==> config.mk <==
export PLATFORM = sky130hd
export DESIGN_NAME = tbc_cell
export DESIGN_NICKNAME = d
export VERILOG_FILES = /design/src/design/assert_macros.svh /design/src/design/tbc_pkg.sv /design/src/design/tbc_cell.sv
export SDC_FILE = /design/constraint.sdc
export NUM_CORES = 1
export LEC_CHECK = 0
export BUFFER_PORTS_ARGS = -buffer_cell sky130_fd_sc_hd__buf_2
export CELL_PAD_IN_SITES_DETAIL_PLACEMENT = 1
export CELL_PAD_IN_SITES_GLOBAL_PLACEMENT = 1
export CORE_AREA = 2 2 291 293
export DETAILED_ROUTE_END_ITERATION = 10
export DIE_AREA = 0 0 293 295
export PLACE_DENSITY_LB_ADDON = 0.05
export SETUP_SLACK_MARGIN = 0.15
export SLEW_MARGIN = 0
export SYNTH_ARGS = -nofsm -noshare
export SYNTH_HDL_FRONTEND = slang
export SYNTH_SLANG_ARGS = --single-unit
==> constraint.sdc <==
create_clock -name clk -period 0.8 [get_ports clk]
set_input_delay 0 -clock clk [delete_from_list [all_inputs] [get_ports clk]]
set_output_delay 0 -clock clk [all_outputs]
set_load 0.05 [all_outputs]
==> src/design/assert_macros.svh <==
`ifndef ASSERT_MACROS_SVH
`define ASSERT_MACROS_SVH

// Concurrent check on clk, off while rst_n is low.
`define TBC_ASSERT(lbl, clk, rst_n, prop) \
	lbl: assert property (@(posedge clk) disable iff (!(rst_n)) (prop)) \
		else $error("tbc assertion failed");

// Property that must never hold.
`define TBC_NEVER(lbl, clk, rst_n, cond) \
	lbl: assert property (@(posedge clk) disable iff (!(rst_n)) !(cond)) \
		else $error("tbc forbidden condition");

`endif

==> src/design/tbc_pkg.sv <==
`timescale 1ns / 1ps
package tbc_pkg;
	localparam int CoordW = 32;
	localparam int EpsW   = 16;
	localparam int DiffW  = CoordW + 1;
	localparam int SumW   = CoordW + 2;
	localparam int ProdW  = DiffW + SumW;
	localparam int CrossW = ProdW + 1;
	localparam int FracW  = 16;
	localparam int QuoW   = 34;            // quotient bits, top bit flags overflow
	localparam int RemW   = CrossW + QuoW; // divisor shifted left by QuoW-1
	localparam int NumCells = QuoW;
	localparam logic [EpsW-1:0] EpsReset = 16'd7;

	typedef struct packed {
		logic signed [CoordW-1:0] vert0_x;
		logic signed [CoordW-1:0] vert0_y;
		logic signed [CoordW-1:0] vert0_z;
		logic signed [CoordW-1:0] vert1_x;
		logic signed [CoordW-1:0] vert1_y;
		logic signed [CoordW-1:0] vert1_z;
		logic signed [CoordW-1:0] vert2_x;
		logic signed [CoordW-1:0] vert2_y;
		logic signed [CoordW-1:0] vert2_z;
		logic signed [CoordW-1:0] point_x;
		logic signed [CoordW-1:0] point_y;
		logic signed [CoordW-1:0] point_z;
	} tbc_req_t;

	typedef struct packed {
		logic signed [CoordW-1:0] weight_alpha;
		logic signed [CoordW-1:0] weight_beta;
		logic signed [CoordW-1:0] weight_gamma;
		logic                     degenerate;
	} tbc_rsp_t;

	// one divider slot travelling down the cell row
	typedef struct packed {
		logic              valid;
		logic              degen;
		logic              neg_a;
		logic              neg_b;
		logic [RemW-1:0]   rem_a;
		logic [RemW-1:0]   rem_b;
		logic [RemW-1:0]   dvs;
		logic [QuoW-1:0]   quo_a;
		logic [QuoW-1:0]   quo_b;
	} tbc_cell_t;
endpackage

==> src/design/tbc_cell.sv <==
`timescale 1ns / 1ps
module tbc_cell import tbc_pkg::*; (
	input  logic      clk,
	input  logic      arst_n,
	input  tbc_cell_t din,
	output tbc_cell_t dout
);
	logic      ge_a, ge_b;
	tbc_cell_t nxt, data_q;
	logic      valid_q;

	// one restoring step on both lanes, divisor walks one bit right
	always_comb begin
		ge_a = din.rem_a >= din.dvs;
		ge_b = din.rem_b >= din.dvs;
		nxt = din;
		nxt.rem_a = ge_a ? din.rem_a - din.dvs : din.rem_a;
		nxt.rem_b = ge_b ? din.rem_b - din.dvs : din.rem_b;
		nxt.dvs   = din.dvs >> 1;
		nxt.quo_a = {din.quo_a[QuoW-2:0], ge_a};
		nxt.quo_b = {din.quo_b[QuoW-2:0], ge_b};
	end

	always_ff @(posedge clk) data_q <= nxt;

	always_ff @(posedge clk or negedge arst_n) begin
		if (!arst_n) valid_q <= 1'b0;
		else         valid_q <= din.valid;
	end

	always_comb begin
		dout = data_q;
		dout.valid = valid_q;
	end
endmodule

==> run summary <==
CP arrival: 3.71 ns
post-synthesis cell count: 2927
# rows: 106
most numerous cell in the Yosys netlist: a21oi_1
Min Hold Slack: -0.3243 ns
Final Core Density: 0.6167
Synth area leaders: dfxtp_1, ha_1, a21oi_1
Die H: 295 um
Clock Path Buffers: 3
Die X: 293 um
I/O Pins: 758
final setup fails: 584
Slew Limit Fails: 0
peak supply drop: 2.016 mV
Final Hold Fails: 5
async set-or-reset flop fraction in the synthesized netlist: 0.002653
initial antenna violation count: 16
fmax: 314.2 MHz
power per standard cell area: 1946 nW/um^2
Slew headroom: 0.4865
pre-CTS setup slack: -3.290 ns
GRT overflow: 0
flops & latches, synth: 377
minimum clock period: 3.183 ns
WP data required: 1.33 ns
Critical Path Start Type: input port
EDFF count, synth: 0
post-DP HPWL: 113300 um
first-pass GRT wire length: 239700 um
port bufs: 754
Initial Util: 0.2824
Synth Flop Type: dfxtp_1
vias per inst: 5.256
min-delay worst type: input port to flop
outcome: complete, but fails checks
post-synthesis sequential area ratio: 0.3216
Avg Cell Area, Syn: 8.024 um^2
drt first-iter violations: 1856
Initial DRT Pass Iterations: 5
crit-path max FO: 7
critical path's most frequent cell: buf_12
post-synthesis cell area: 23490 um^2
Post-synth top cells: a21oi_1, dfxtp_1, nor2_1
area of the multi-input gates: 17010 um^2
total via count after detailed routing: 33220
nets@finish: 5781
Synth warnings: 0
DIE AREA: 86440 um^2
wire per inst: 27.63 um
setup slack after layout: -2.383 ns
worst-margin pin slew: 0.7644 ns
Lkg Pwr: 23.76 nW
storage element area: 8130 um^2
vias in the first global route: 36270
largest net degree at the start of global routing: 18
Syn-to-layout area delta: 118.4%
FILL cells: 9219
final antenna-violating net count: 0
routed wire length: 174600 um
CP peak stage delay: 0.36 ns
area leader, netlist: dfxtp_1
syn_nets: 3513
unrepaired setup endpoints after global routing: yes
Worst-path clk slew: 0.07 ns
clock buffer count from CTS: 47
failing checks: hold timing, setup timing
CTS tree: yes
sequence of cells on the critical path: buf_8 -> clkinvlp_4 -> buf_12 -> ha_4 -> nand4_1 -> or2_4 -> nor4_4 -> nand2_2 -> a211oi_4 -> buf_4 -> o31ai_4 -> buf_4 -> o21a_4 -> o311ai_4 -> buf_12 -> buf_6 -> buf_12 -> buf_12 -> buf_16 -> nor2_2 -> a21oi_1
DRC: 0
fin crit share: 3.979
all-layer global routing usage: 0.3686
Max-Cap Viols: 0
Sinks on Clock Net: 377
Core ar.: 83160 um^2
Synth top area share: 0.3205
share of post-route cells with drive strength above 1: 0.5633
slowest CP cell: nor4_4
synth unique cells: 85
Clock Root Buffer: clkbuf_16
Worst Setup Path Type: input port to flop
gpl congestion: 0.9416
H-tree levels: 2
CP endpoint kind: flop
-- worst max-delay path: cells and delay by family --
kind | cells | cell delay (ns)
fa+ha+maj | 1 | 0.25
compound gates | 5 | 1.01
buf+inv | 10 | 1.35
simple gates | 5 | 1.05
-- timing repair --
item,4_1_cts,5_1_grt
gates cloned,39,5
hold buffers,365,21
setup buffers,68,34
setup endpoints to repair,583,594
hold endpoints to repair,376,25
pin swaps,46,54
gates resized for setup,1831,324
-- path summary, 6_finish.rpt --
check | startpoint | endpoint | slack [ns] | cells past startpoint
min in group asynchronous | arst_n | valid_q$_DFF_PN0_ | 0.22 | 3
max in group asynchronous | arst_n | valid_q$_DFF_PN0_ | 0.48 | 3
min | din[171] | dout[171]$_DFF_P_ | -0.32 | 3
max | din[110] | dout[287]$_DFF_P_ | -2.38 | 21
-- power by group --
part	total, mW	switching (mW)	leakage [nW]	internal (mW)
combinational	50.9	27.7	19.7	23.2
clock	24.8	10.4	0.829	14.3
sequential	24.2	2.38	3.19	21.8
-- sequential cells by signal (all words and copies together) (netlist names) --
| register | flops |
|---|---|
| valid_q | 1 |
| dout | 376 |
-- metrics by stage --
stage               instances  setup TNS (ns)  total power [mW]  cell area, um^2  hold slack, ns
finish                   6320         -584.20             99.80            51290         -0.3243
global placement         5695         -638.51             58.47            36540         -0.2254
CTS                      6253         -551.17             95.09            49260         -0.5634
global route             6318         -613.61             102.6            51280         -0.3110
detailed placement       5695         -632.24             58.82            36540         -0.2198
floorplan                2927         -407.38             42.78            23950         -0.2956
-- per-layer routing --
metal / track usage / part of all wire / vias up
met2: 0.6776 / 0.50 / 1438
met4: 0.1526 / 0.060 / 12
met1: 0.4224 / 0.38 / 16340
met5: 0 / 0.00047 / -
met3: 0.05931 / 0.059 / 532
li1: - / - / 14890
-- layout make-up --
class | count | share of cell area
Timing Repair Buffer | 2366 | 0.4344
Multi-Input combinational cell | 2210 | 0.3316
Antenna cell | 8 | 0.0003903
Clock inverter | 26 | 0.008051
Inverter | 193 | 0.01527
Tap cell | 1080 | 0.02635
Clock buffer | 60 | 0.02545
Sequential cell | 377 | 0.1585
-- layout by cell type, fill, tap and decap left out, types with 19 or more instances in the layout --
cell type	netlist	routed
nand4_1	101	101
ha_1	204	175
nor2_1	293	163
nand2b_1	21	19
ha_4	0	23
dlygate4sd3_1	0	385
buf_16	0	44
o21ai_0	185	151
a21oi_1	403	321
buf_2	31	374
mux2_4	0	19
a21oi_4	0	19
o21a_1	25	24
nand3_1	32	30
nand2_1	223	195
nor2_4	0	100
o21bai_1	73	72
nor2_2	0	30
buf_6	16	88
buf_4	8	1086
nor3_1	33	29
a21oi_2	78	141
xor2_1	69	68
xnor2_1	123	122
dfxtp_4	0	43
inv_1	192	172
buf_12	1	61
dfxtp_2	0	333
buf_8	0	323
o21ai_1	9	22
clkbuf_16	0	52
a21o_1	84	84
-- logic make-up (layout without fill, tap and decap cells) --
group / after synthesis / count (layout) / synth area share
XOR/XNOR: 192 / 192 / 0.07160
multiplexers: 20 / 20 / 0.009537
buffers and inverters: 340 / 2645 / 0.06313
AO/OA/AOI/OAI: 995 / 995 / 0.2684
adder cells (fa/ha/maj): 206 / 206 / 0.1104
other: 1 / 9 / 0.0001597
flip-flops: 377 / 377 / 0.3216
AND/OR/NAND/NOR: 796 / 796 / 0.1552
Power figures use the tool's default switching activity.
